--- config.mk ---
export PLATFORM = sky130hd
export DESIGN_NAME = tlv_stream_deframer
export DESIGN_NICKNAME = d
export VERILOG_FILES = /design/src/design/tsd_pkg.sv /design/src/design/tsd_in_stage.sv /design/src/design/tsd_core.sv /design/src/design/tsd_out_stage.sv /design/src/design/tlv_stream_deframer.sv
export SDC_FILE = /design/constraint.sdc
export NUM_CORES = 1
export LEC_CHECK = 0
export ABC_AREA = 0
export BUFFER_PORTS_ARGS = -buffer_cell sky130_fd_sc_hd__buf_2
export CELL_PAD_IN_SITES_DETAIL_PLACEMENT = 0
export CELL_PAD_IN_SITES_GLOBAL_PLACEMENT = 1
export CORE_MARGIN = 1
export CORE_UTILIZATION = 45
export DETAILED_ROUTE_END_ITERATION = 7
export GPL_TIMING_DRIVEN = 0
export PLACE_DENSITY = 0.77
export SYNTH_ARGS = -nofsm -noshare
export SYNTH_HDL_FRONTEND = slang
export SYNTH_HIERARCHICAL = 1
export SYNTH_SLANG_ARGS = --single-unit
--- constraint.sdc ---
create_clock -name clk -period 13.3 [get_ports clk]
set_clock_uncertainty 0.05 [all_clocks]
set_input_delay 1.33 -clock clk [delete_from_list [all_inputs] [get_ports clk]]
set_output_delay 1.33 -clock clk [all_outputs]
set_load 0.02 [all_outputs]
--- src/design/tsd_pkg.sv ---
// Shared types and constants of the TLV stream deframer.
package tsd_pkg;

	localparam int MAX_NESTING = 8;
	localparam int SP_W        = $clog2(MAX_NESTING + 1);
	localparam int SIDX_W      = $clog2(MAX_NESTING);
	localparam int POS_W       = 17;
	localparam int END_W       = POS_W + 1;
	localparam logic [POS_W-1:0] POS_MAX = {POS_W{1'b1}};
	localparam logic [4:0] TAG_EXT_CODE  = 5'h1f;
	localparam int TDATA_W     = 48;

	typedef enum logic [2:0] {
		PH_TAG1,
		PH_TAG2,
		PH_LEN1,
		PH_LENX,
		PH_VALUE,
		PH_TRAIL,
		PH_ERR
	} tsd_phase_t;

	typedef enum logic [2:0] {
		KIND_HDR_BYTE,
		KIND_HDR_DONE,
		KIND_VALUE,
		KIND_TRAIL,
		KIND_ERROR
	} tsd_kind_t;

	typedef enum logic [1:0] {
		ERR_NONE,
		ERR_OVERRUN,
		ERR_DEPTH,
		ERR_TRUNC
	} tsd_err_t;

	typedef struct packed {
		logic [7:0] data_byte;
		logic       frame_last;
	} tsd_item_t;

	typedef struct packed {
		tsd_kind_t   kind;
		logic [15:0] tag;
		logic [15:0] length;
		logic [3:0]  depth;
		logic        constructed;
		logic [7:0]  value_byte;
		logic        value_last;
		tsd_err_t    error_code;
	} tsd_result_t;

endpackage

--- src/design/tsd_in_stage.sv ---
// Input register stage of the TLV stream deframer.
module tsd_in_stage (
	input  logic              clk,
	input  logic              arst_n,
	input  logic              s_tvalid,
	output logic              s_tready,
	input  logic [7:0]        s_tdata,
	input  logic              s_tlast,
	input  logic              take,
	output logic              valid_s1,
	output tsd_pkg::tsd_item_t item_s1
);
	import tsd_pkg::*;

	assign s_tready = !valid_s1 || take;

	always_ff @(posedge clk or negedge arst_n) begin
		if (!arst_n) begin
			valid_s1 <= 1'b0;
		end else if (s_tready) begin
			valid_s1 <= s_tvalid;
		end
	end

	always_ff @(posedge clk) begin
		if (s_tvalid && s_tready) begin
			item_s1.data_byte  <= s_tdata;
			item_s1.frame_last <= s_tlast;
		end
	end

endmodule

--- src/design/tsd_core.sv ---
// Parser state and per-word decode of the TLV stream deframer.
module tsd_core (
	input  logic                 clk,
	input  logic                 arst_n,
	input  logic                 fire,
	input  tsd_pkg::tsd_item_t   item,
	output tsd_pkg::tsd_result_t result
);
	import tsd_pkg::*;

	tsd_phase_t        phase_q, phase_n;
	logic [7:0]        first_tag_q, first_tag_n;
	logic [15:0]       tag_q, tag_n;
	logic [15:0]       accum_q, accum_n;
	logic [6:0]        left_q, left_n;
	logic [6:0]        index_q, index_n;
	logic [POS_W-1:0]  pos_q, pos_n;
	logic [END_W-1:0]  stack_q [MAX_NESTING];
	logic [END_W-1:0]  stack_eff [MAX_NESTING];
	logic [SP_W-1:0]   sp_q, sp_push, sp_pop, sp_n;
	tsd_err_t          sticky_q, sticky_n;
	logic [END_W-1:0]  prim_end_q;

	logic [7:0]        b;
	logic              last;
	logic              hdr;
	logic              cons;
	logic [END_W-1:0]  hdr_end;
	logic              overrun;
	tsd_err_t          hdr_err;
	tsd_err_t          step_err;
	logic              push;
	logic              done;
	logic              value_end;
	logic              run;
	logic              trunc;

	assign b    = item.data_byte;
	assign last = item.frame_last;

	assign pos_n       = (pos_q < POS_MAX) ? pos_q + 1'b1 : POS_MAX;
	assign first_tag_n = (phase_q == PH_TAG1) ? b : first_tag_q;
	assign cons        = first_tag_n[5];
	assign hdr_end     = END_W'(pos_n) + END_W'(accum_n);
	assign overrun     = (sp_q != '0) && (hdr_end > stack_q[SIDX_W'(sp_q - 1'b1)]);
	assign value_end   = (phase_q == PH_VALUE) && ({1'b0, pos_n} >= prim_end_q);

	always_comb begin
		hdr_err = ERR_NONE;
		if (overrun) begin
			hdr_err = ERR_OVERRUN;
		end else if (cons && (sp_q >= SP_W'(MAX_NESTING))) begin
			hdr_err = ERR_DEPTH;
		end
	end

	always_comb begin
		tag_n   = tag_q;
		accum_n = accum_q;
		left_n  = left_q;
		index_n = index_q;
		hdr     = 1'b0;
		unique case (phase_q)
			PH_TAG1: begin
				tag_n   = {8'h00, b};
				accum_n = '0;
			end
			PH_TAG2: begin
				tag_n = {first_tag_q, b};
			end
			PH_LEN1: begin
				if (b[7]) begin
					accum_n = '0;
					if (b[6:0] != '0) begin
						left_n  = b[6:0];
						index_n = '0;
					end else begin
						hdr = 1'b1;
					end
				end else begin
					accum_n = {8'h00, b};
					hdr     = 1'b1;
				end
			end
			PH_LENX: begin
				if (index_q == 7'd0) begin
					accum_n = accum_q | {8'h00, b};
				end else if (index_q == 7'd1) begin
					accum_n = accum_q | {b, 8'h00};
				end
				index_n = index_q + 1'b1;
				left_n  = left_q - 1'b1;
				hdr     = (left_q == 7'd1);
			end
			default: begin
			end
		endcase
	end

	assign push = hdr && (hdr_err == ERR_NONE) && cons;
	assign done = value_end || push ||
		(hdr && (hdr_err == ERR_NONE) && !cons && (accum_n == '0));
	assign sp_push = sp_q + SP_W'(push);

	always_comb begin
		for (int i = 0; i < MAX_NESTING; i++) begin
			stack_eff[i] = (push && (SIDX_W'(sp_q) == SIDX_W'(i))) ? hdr_end : stack_q[i];
		end
	end

	always_comb begin
		sp_pop = sp_push;
		run    = 1'b1;
		for (int i = MAX_NESTING - 1; i >= 0; i--) begin
			if (SP_W'(i) < sp_push) begin
				if (run && (stack_eff[i] == {1'b0, pos_n})) begin
					sp_pop = SP_W'(i);
				end else begin
					run = 1'b0;
				end
			end
		end
	end

	always_comb begin
		phase_n  = phase_q;
		sticky_n = sticky_q;
		sp_n     = sp_push;
		unique case (phase_q)
			PH_TAG1:  phase_n = (b[4:0] == TAG_EXT_CODE) ? PH_TAG2 : PH_LEN1;
			PH_TAG2:  phase_n = PH_LEN1;
			PH_LEN1:  phase_n = b[7] && (b[6:0] != '0) ? PH_LENX : PH_LEN1;
			default:  phase_n = phase_q;
		endcase
		if (hdr) begin
			if (hdr_err != ERR_NONE) begin
				phase_n  = PH_ERR;
				sticky_n = hdr_err;
			end else if (!cons && (accum_n != '0)) begin
				phase_n = PH_VALUE;
			end
		end
		if (done) begin
			sp_n    = sp_pop;
			phase_n = (sp_pop == '0) ? PH_TRAIL : PH_TAG1;
		end
	end

	always_comb begin
		step_err = ERR_NONE;
		if (hdr) begin
			step_err = hdr_err;
		end else if (phase_q == PH_ERR) begin
			step_err = sticky_q;
		end
	end

	assign trunc = last && (step_err == ERR_NONE) && (phase_n != PH_TRAIL) &&
		(phase_n != PH_ERR);

	always_comb begin
		result             = '0;
		result.kind        = KIND_HDR_BYTE;
		result.tag         = tag_n;
		result.length      = accum_n;
		result.depth       = 4'(sp_q);
		result.constructed = cons;
		result.error_code  = ERR_NONE;
		if (trunc) begin
			result            = '0;
			result.kind       = KIND_ERROR;
			result.error_code = ERR_TRUNC;
		end else if (hdr) begin
			if (hdr_err != ERR_NONE) begin
				result            = '0;
				result.kind       = KIND_ERROR;
				result.error_code = hdr_err;
			end else begin
				result.kind = KIND_HDR_DONE;
			end
		end else if (phase_q == PH_VALUE) begin
			result.kind        = KIND_VALUE;
			result.constructed = 1'b0;
			result.value_byte  = b;
			result.value_last  = value_end;
		end else if (phase_q == PH_ERR) begin
			result            = '0;
			result.kind       = KIND_ERROR;
			result.error_code = sticky_q;
		end else if (phase_q == PH_TRAIL) begin
			result      = '0;
			result.kind = KIND_TRAIL;
		end
	end

	always_ff @(posedge clk or negedge arst_n) begin
		if (!arst_n) begin
			phase_q  <= PH_TAG1;
			sp_q     <= '0;
			pos_q    <= '0;
			sticky_q <= ERR_NONE;
		end else if (fire) begin
			if (last) begin
				phase_q  <= PH_TAG1;
				sp_q     <= '0;
				pos_q    <= '0;
				sticky_q <= ERR_NONE;
			end else begin
				phase_q  <= phase_n;
				sp_q     <= sp_n;
				pos_q    <= pos_n;
				sticky_q <= sticky_n;
			end
		end
	end

	always_ff @(posedge clk or negedge arst_n) begin
		if (!arst_n) begin
			first_tag_q <= '0;
			tag_q       <= '0;
			accum_q     <= '0;
			left_q      <= '0;
			index_q     <= '0;
		end else if (fire) begin
			first_tag_q <= first_tag_n;
			tag_q       <= tag_n;
			accum_q     <= accum_n;
			left_q      <= left_n;
			index_q     <= index_n;
		end
	end

	always_ff @(posedge clk) begin
		if (fire && hdr && (hdr_err == ERR_NONE) && !cons) begin
			prim_end_q <= hdr_end;
		end
		if (fire && push) begin
			stack_q[SIDX_W'(sp_q)] <= hdr_end;
		end
	end

	a_sp_range: assert property (@(posedge clk) disable iff (!arst_n)
		sp_q <= SP_W'(MAX_NESTING))
		else $error("Nesting pointer exceeds the stack depth.");

	a_frame_reset: assert property (@(posedge clk) disable iff (!arst_n)
		fire && last |=> (phase_q == PH_TAG1) && (sp_q == '0) && (sticky_q == ERR_NONE))
		else $error("State not cleared after the last word of a frame.");

	a_err_code: assert property (@(posedge clk) disable iff (!arst_n)
		fire |-> ((result.kind == KIND_ERROR) == (result.error_code != ERR_NONE)))
		else $error("Error code does not match the result kind.");

	a_err_sticky: assert property (@(posedge clk) disable iff (!arst_n)
		fire && (phase_q == PH_ERR) && !last |=> (phase_q == PH_ERR) &&
			(sticky_q == $past(sticky_q)))
		else $error("Error state left before the end of the frame.");

	a_err_phase: assert property (@(posedge clk) disable iff (!arst_n)
		(phase_q == PH_ERR) |-> (sticky_q != ERR_NONE))
		else $error("Error state without a stored error code.");

endmodule

--- src/design/tsd_out_stage.sv ---
// Result register stage of the TLV stream deframer.
module tsd_out_stage (
	input  logic                          clk,
	input  logic                          arst_n,
	input  logic                          load,
	input  tsd_pkg::tsd_result_t          result,
	output logic                          free,
	output logic                          m_tvalid,
	input  logic                          m_tready,
	output logic [tsd_pkg::TDATA_W-1:0]   m_tdata,
	output logic [2:0]                    m_tuser,
	output logic                          m_tlast
);
	import tsd_pkg::*;

	tsd_result_t res_s2;

	assign free = !m_tvalid || m_tready;

	always_ff @(posedge clk or negedge arst_n) begin
		if (!arst_n) begin
			m_tvalid <= 1'b0;
		end else if (free) begin
			m_tvalid <= load;
		end
	end

	always_ff @(posedge clk) begin
		if (load && free) begin
			res_s2 <= result;
		end
	end

	assign m_tdata = {1'b0, res_s2.error_code, res_s2.value_byte, res_s2.constructed,
		res_s2.depth, res_s2.length, res_s2.tag};
	assign m_tuser = res_s2.kind;
	assign m_tlast = res_s2.value_last;

endmodule

--- src/design/tlv_stream_deframer.sv ---
// Top level of the TLV stream deframer.
//
// The block takes one frame byte per word on the s_ side (s_tlast marks the
// final byte of a frame) and gives exactly one result word on the m_ side
// for each byte. m_tuser holds the result kind: header byte, header complete,
// value byte, trailing byte or error. m_tdata carries tag, length, nesting
// depth, constructed flag, value byte and error code; m_tlast marks the last
// value byte of a primitive element.
// A byte is decoded while it sits in the input register and its result is
// loaded into the output register when that register is free; the result
// word is offered from the output register, not combinationally.
// One byte is taken every cycle while the receiver keeps up; header decode,
// end-position compare to the open elements and stack pop are combinational.
// Reset clears the parser to wait for the first tag byte with no open
// elements. The last byte of a frame returns the parser to that state.
// When the receiver stalls, the result is held and the input register keeps
// one more byte; after that s_tready drops until the result is taken.
module tlv_stream_deframer (
	input  logic                        clk,
	input  logic                        arst_n,
	input  logic                        s_tvalid,
	output logic                        s_tready,
	input  logic [7:0]                  s_tdata,  // data_byte
	input  logic                        s_tlast,
	output logic                        m_tvalid,
	input  logic                        m_tready,
	// tag[15:0], length[31:16], depth[35:32], constructed[36], value_byte[44:37],
	// error_code[46:45], zero fill[47]
	output logic [tsd_pkg::TDATA_W-1:0] m_tdata,
	output logic [2:0]                  m_tuser,  // kind
	output logic                        m_tlast
);
	import tsd_pkg::*;

	logic        valid_s1;
	tsd_item_t   item_s1;
	tsd_result_t result;
	logic        free;
	logic        fire;

	assign fire = valid_s1 && free;

	tsd_in_stage u_in (
		.clk      (clk),
		.arst_n   (arst_n),
		.s_tvalid (s_tvalid),
		.s_tready (s_tready),
		.s_tdata  (s_tdata),
		.s_tlast  (s_tlast),
		.take     (free),
		.valid_s1 (valid_s1),
		.item_s1  (item_s1)
	);

	tsd_core u_core (
		.clk    (clk),
		.arst_n (arst_n),
		.fire   (fire),
		.item   (item_s1),
		.result (result)
	);

	tsd_out_stage u_out (
		.clk      (clk),
		.arst_n   (arst_n),
		.load     (valid_s1),
		.result   (result),
		.free     (free),
		.m_tvalid (m_tvalid),
		.m_tready (m_tready),
		.m_tdata  (m_tdata),
		.m_tuser  (m_tuser),
		.m_tlast  (m_tlast)
	);

endmodule

Word level (Yosys, flattened, before mapping)
Memories as Yosys holds them, arrays and structs flattened.
Index checks and enable logic that the tools add are counted.

cells by class
  add/subtract/negate cells = 6
  $lt $le $gt $ge = 12
  equal/unequal tests = 28
  mux-type cells = 84
  bitwise gates (word level) = 2
  reductions and logical operators = 57

operator list
  cell                     count
  $eq A18 B17 Y1           8
  $mux W18                 8
  $mux W51                 2
  $mux W4                  18
  $mux W50                 1
  $mux W48                 1
  $pmux W16 S3             1
  $mux W36                 1
  $mux W7                  5
  $mux W17                 2
  $logic_and A1 B1 Y1      33
  $mux W16                 2
  $pmux W16 S2             1
  $pmux W7 S2              2
  $mux W3                  8
  $eq A3 B3 Y1 const B     7
  $mux W1                  19
  $add A17 B16 Y18         1
  $ge A17 B18 Y1           1
  $gt A18 B18 Y1           1
  $mux W2                  9
  $add A17 B1 Y17 const B  1
  $lt A17 B17 Y1 const B   1
  $logic_not A16 Y1        1
  other kinds (34)         55

storage, ports and cells
  register bits = 160
  RAM bits = 144
  input bits = 13
  output and inout bits = 54
  memories = 1

memories
  name            words  width  read ports  clocked after Yosys merged registers in  wr ports  line            source
  u_core.stack_q  8      18     9           0                                        1         tsd_core.sv:18  logic [END_W-1:0] stack_q [MAX_NESTING];

Depth between registers and ports, before layout
  depth in word-level cells = 43
  depth in mapped cells = 41
  gate-level depth less buffers = 40

Cells and area by module
Netlist, hierarchy kept.

by module, submodules not included
  module               times used  cells an instance  area each (um^2)  seq. area each (um^2)
  tsd_core             1           1,613              16,432.0          6,866.6
  tsd_out_stage        1           57                 1,596.5           1,556.5
  tsd_in_stage         1           13                 324.1             295.3
  tlv_stream_deframer  1           1                  6.3               0.0

Worst setup path after synthesis
No wires, ideal clock.

  path kind = reg-to-reg
  start = reg u_core.index_q[5]
  end = reg u_out.res_s2, in the netlist u_out/m_tdata[46] (data pin)
  setup time = 0.261 ns
  arrival time = 8.659 ns
  data required time = 12.989 ns
  slack = 4.330 ns
  stages on the path, launching flop included = 41
  path buffers = 1
  period minus slack after synthesis = 8.970 ns
  path through = dfrtp_1 > or4_1 > nor2_1 > and2_1 > a21oi_1 > nor2_1 > a22oi_1 > inv_1 > ha_1 > inv_1 > fa_1 > nand2b_1 > a21oi_1 > o21ai_1 > o211ai_1 > a31oi_1 > xnor2_1 > ha_1 > [... 5 more ...] > nand2_1 > nor3_1 > ha_1 > ha_1 > xor2_1 > nor2_1 > a221o_1 > a211oi_1 > nand4_1 > o31a_1 > a2111oi_0 > nand3_1 > nor4b_1 > and4_1 > and3b_1 > a311oi_4 > buf_4 > a311o_1

on the way
  cells in the longest elaborated chain, start to end = 43

RTL lines
  item                                                                     line                 source
  start, declared                                                          tsd_core.sv:16       logic [6:0] index_q, index_n;
  start signal, assigned                                                   tsd_core.sv:229      index_q <= index_n;
  $eq A7 B1 Y1                                                             tsd_core.sv:88       end else if (index_q == 7'd1) begin
  $mux W16                                                                 tsd_core.sv:88
  $mux W16 *                                                               tsd_core.sv:86       if (index_q == 7'd0) begin
  $pmux W16 S3 *                                                           tsd_core.sv:63       unique case (phase_q)
  net u_core.accum_n[0]                                                    tsd_core.sv:14       logic [15:0] accum_q, accum_n;
  $add A17 B16 Y18 *                                                       tsd_core.sv:44       assign hdr_end = END_W'(pos_n) + END_W'(accum_n);
  net u_core.hdr_end[16]                                                   tsd_core.sv:28       logic [END_W-1:0] hdr_end;
  parallel branches: the longest is 38 deep, another holds $gt A18 B18 Y1  --
  end signal, assigned                                                     tsd_out_stage.sv:30  res_s2 <= result;
  end, declared                                                            tsd_out_stage.sv:16  tsd_result_t res_s2;

Mark *: on every way through the listed nets, which the timed path passes.
A chain may end at the register's enable or synchronous reset.

Worst setup path in the final report
  start = reg u_core.pos_q[0]
  end = reg u_out.res_s2, in the netlist u_out/m_tdata[46] (data pin)

on the way
  cells in the longest elaborated chain, start to end = 41

RTL lines
  item                                                                     line             source
  start, declared                                                          tsd_core.sv:17   logic [POS_W-1:0] pos_q, pos_n;
  start signal, assigned                                                   tsd_core.sv:211  pos_q <= pos_n;
  $add A17 B1 Y17 / $lt A17 B17 Y1 (equally long branches)                 tsd_core.sv:41   assign pos_n = (pos_q < POS_MAX) ? pos_q + 1'b1 : POS_MAX;
  $mux W17 *                                                               tsd_core.sv:41
  $add A17 B16 Y18 *                                                       tsd_core.sv:44
  net u_core.hdr_end[17]                                                   tsd_core.sv:28
  parallel branches: the longest is 38 deep, another holds $gt A18 B18 Y1  --

Marks and branches as above.

==> impl_summary.log <==
INFO  metric cts_setup_buffers = 0
INFO  metric wire_per_inst = 27.0 microns
INFO  metric synth-warning-count = 6
INFO  metric die_h = 204 microns
INFO  metric reg2reg_depth = 39
INFO  metric synth_flop_cell = edfxtp_1
INFO  metric die_w = 204 microns
INFO  metric row_count = 73
INFO  metric critPathSlowestCell = nor4_1
INFO  metric power_density = 179 nW/um^2
INFO  metric result_of_the_run = finished, violations left
INFO  metric initial_utilization = 0.459
INFO  metric final-setup-viol-count = 0
INFO  metric clock_sinks = 304
INFO  metric track_usage = 0.310
INFO  metric first_pass_grt_wire_length = 94300 microns
INFO  metric share_of_synthesized_registers_carrying_an_async_set_or_reset = 0.270
INFO  metric place_hpwl = 48200 microns
INFO  metric yosysTopAreaCellShare = 0.363
INFO  metric postSynthNetCount = 1762
INFO  metric routed_via_density = 6.32
INFO  metric drt_iter0_markers = 1845
INFO  metric overflow = 0
INFO  metric min-delay-path-class = flop to flop
INFO  metric dp_slack = 0.837 ns
INFO  metric pin_count_of_the_biggest_net_entering_global_routing = 52
INFO  metric share_of_post_route_cells_with_drive_strength_above_1 = 0.162
INFO  metric synthesis.area_per_instance = 10.9 sq um
INFO  metric synth.largest_area_cell = edfxtp_1
INFO  metric cpMostUsedCell = nor2_1
INFO  metric first_global_vias = 14200
INFO  metric layout_commonest_cell = edfxtp_1
INFO  metric post_synth_inst_count = 1684
INFO  metric ctsLongestPathBuffers = 3
INFO  metric failing_checks = DRC, capacitance limit, slew limit
INFO  metric mappedNetlistArea = 18400 sq um
INFO  metric detailedRoute.firstPassIterationCount = 8
INFO  metric clk_root_buffer_cell = clkbuf_16
INFO  metric final_max_slew_viol_count = 2
INFO  metric initial_antenna_violation_count = 0
INFO  metric drt_drc_violations_left = 2
INFO  metric fin_nets = 1887
INFO  metric setup_ws = 0.605 ns
INFO  metric library_cells_used_by_synthesis = 97
INFO  metric htree_levels = 2
INFO  metric clock_latency = 0.56 ns
INFO  metric design_area = 21000 sq um
INFO  metric finalSetupTns = 0 ns
INFO  metric min_delay_path_depth = 2
INFO  metric worst_setup_hold_path_clk_slew = 0.06 ns
INFO  metric dr_total_vias = 14900
INFO  metric cts_buffers = 36
INFO  metric globalplace.congestion = 1.03
INFO  metric synthToLayoutAreaGrowth = 14.3%
INFO  metric vdd_ir_drop_max = 0.164 mV
INFO  metric postRouteWirelength = 63800 microns
INFO  metric period_share = 0.955
INFO  metric power.static_leakage = 8.19 nW
INFO  metric mostFrequentLayoutCells = edfxtp_1, nor2_1, nand2_1
INFO  metric critPathArrivalTime = 12.94 ns
INFO  metric setup_repair_after_global_routing_missed_its_margin = false
INFO  metric synth_top_cells_by_area = edfxtp_1, dfrtp_1, xnor2_1, mux4_2, ha_1
INFO  metric worstMarginPinSlew = 1.51 ns
INFO  metric hold_viol_final = 0
INFO  metric critPathKind = flop to flop
INFO  metric fmax = 78.8 MHz
INFO  metric post-route-util = 0.524
INFO  metric synth_sequential_area_ratio = 0.475
INFO  metric boundaryPins = 67
INFO  metric layout_min_cycle_time = 12.70 ns
INFO  metric floorplan_core_area = 40000 sq um
INFO  metric timing.max_slew.rel_slack = -0.0307
INFO  metric synth_seq_cells = 304
INFO  metric tritoncts = yes
INFO  metric buffer_ports.inserted = 65
INFO  metric place_area = 19700 sq um
INFO  metric cp_max_fo = 11
INFO  metric worst_setup_path_start_kind = flop
INFO  metric critical_path_required = 13.55 ns
INFO  metric critical-path-max-stage-delay = 0.80 ns
INFO  metric die_area = 41600 sq um
INFO  metric detail-route-antenna-nets = 0
INFO  metric drv.max_cap_violation_count = 1
INFO  metric timing.critical_path.to_type = flop
INFO  metric synth-edff-count = 222
## critical path, delay by kind of cell (launching register included)
kind            cells  cell delay [ns]
simple gates       18             5.11
compound gates     12             3.17
buf+inv             4             1.72
fa+ha+maj           4             1.41
xor+xnor            1             0.49
flops               1             0.45
## routing by layer
layer,vias up,global-route usage,part of all wire
met5,-,0,0
met4,0,0.112,0.036
met3,141,0.0638,0.10
met2,837,0.465,0.44
met1,7363,0.442,0.43
li1,6598,-,-
## cell families after synthesis
logic type | synth area share
simple gates | 0.148
buf+inv | 0.0322
xor+xnor | 0.0577
compound gates | 0.127
fa+ha+maj | 0.0447
other cells | 0.000204
flops | 0.475
mux | 0.115
## synthesized netlist by cell type, drive strengths merged (15+ instances only)
library cell	instances
and2	17
a21o	23
a211oi	15
a22oi	15
a21oi	76
ha	64
o21ai	67
clkbuf	61
buf	24
xor2	26
nor3	34
a22o	17
inv	62
xnor2	94
o211ai	21
mux2	44
dfrtp	82
mux4	36
edfxtp	222
nor2	146
nand3	84
nand4	28
mux2i	80
o22ai	15
nand2	137
nor4	19
## path summary, 6_finish.rpt
path	startpoint	endpoint	slack [ns]
worst max-delay path	u_core/pos_q[0]	u_out/m_tdata[46]	0.60
worst min-delay path	u_core/tag_q[12]	u_core/tag_q[12]	0.44
worst max register to register	u_core/pos_q[0]	u_out/m_tdata[46]	0.60
worst min register to register	u_core/tag_q[12]	u_core/tag_q[12]	0.44
max in group asynchronous	arst_n	u_out/m_tvalid	11.85
min in group asynchronous	arst_n	u_core/tag_q[2]	0.70
## layout make-up
class	instances	area, sq um
fill	3540	19000
inverter	64	240
clock inverter	21	273
sequential	304	8720
tap	525	657
timing repair buffer	87	627
antenna	1	2.50
clock buffer	45	976
buffer	85	350
multi-input combinational	1231	9140
## state kept, by name (all words and copies together), names as in the netlist, 8 cells and up
signal / flops
u_core/prim_end_q: 18
u_in/item_s1: 9
u_core/stack_q: 144
u_out/m_tdata: 47
u_core/accum_q: 16
u_core/tag_q: 16
u_core/first_tag_q: 8
u_core/pos_q: 17
## where the power goes
part / switching, mW / total [mW] / internal [mW]
sequential: 0.0608 / 1.27 / 1.21
clock: 0.406 / 1.05 / 0.641
combinational: 0.950 / 1.44 / 0.491
total: 1.42 / 3.76 / 2.34
## metrics by stage
| stage | power [mW] | instances | hold WS, ns |
|---|---|---|---|
| after CTS | 3.74 | 2361 | 0.435 |
| after global routing | 3.92 | 2362 | 0.458 |
| after global placement | 2.65 | 2274 | 0.412 |
| final | 3.76 | 2363 | 0.438 |
| after floorplan | 2.19 | 1684 | 0.400 |
| after detailed placement | 2.68 | 2295 | 0.421 |
## what timing repair did
action                                  4_1_cts  5_1_grt
gates resized for setup                       0        1
hold buffers                                  0        0
endpoints found under the setup margin        0       19
Power figures use the tool's default switching activity.
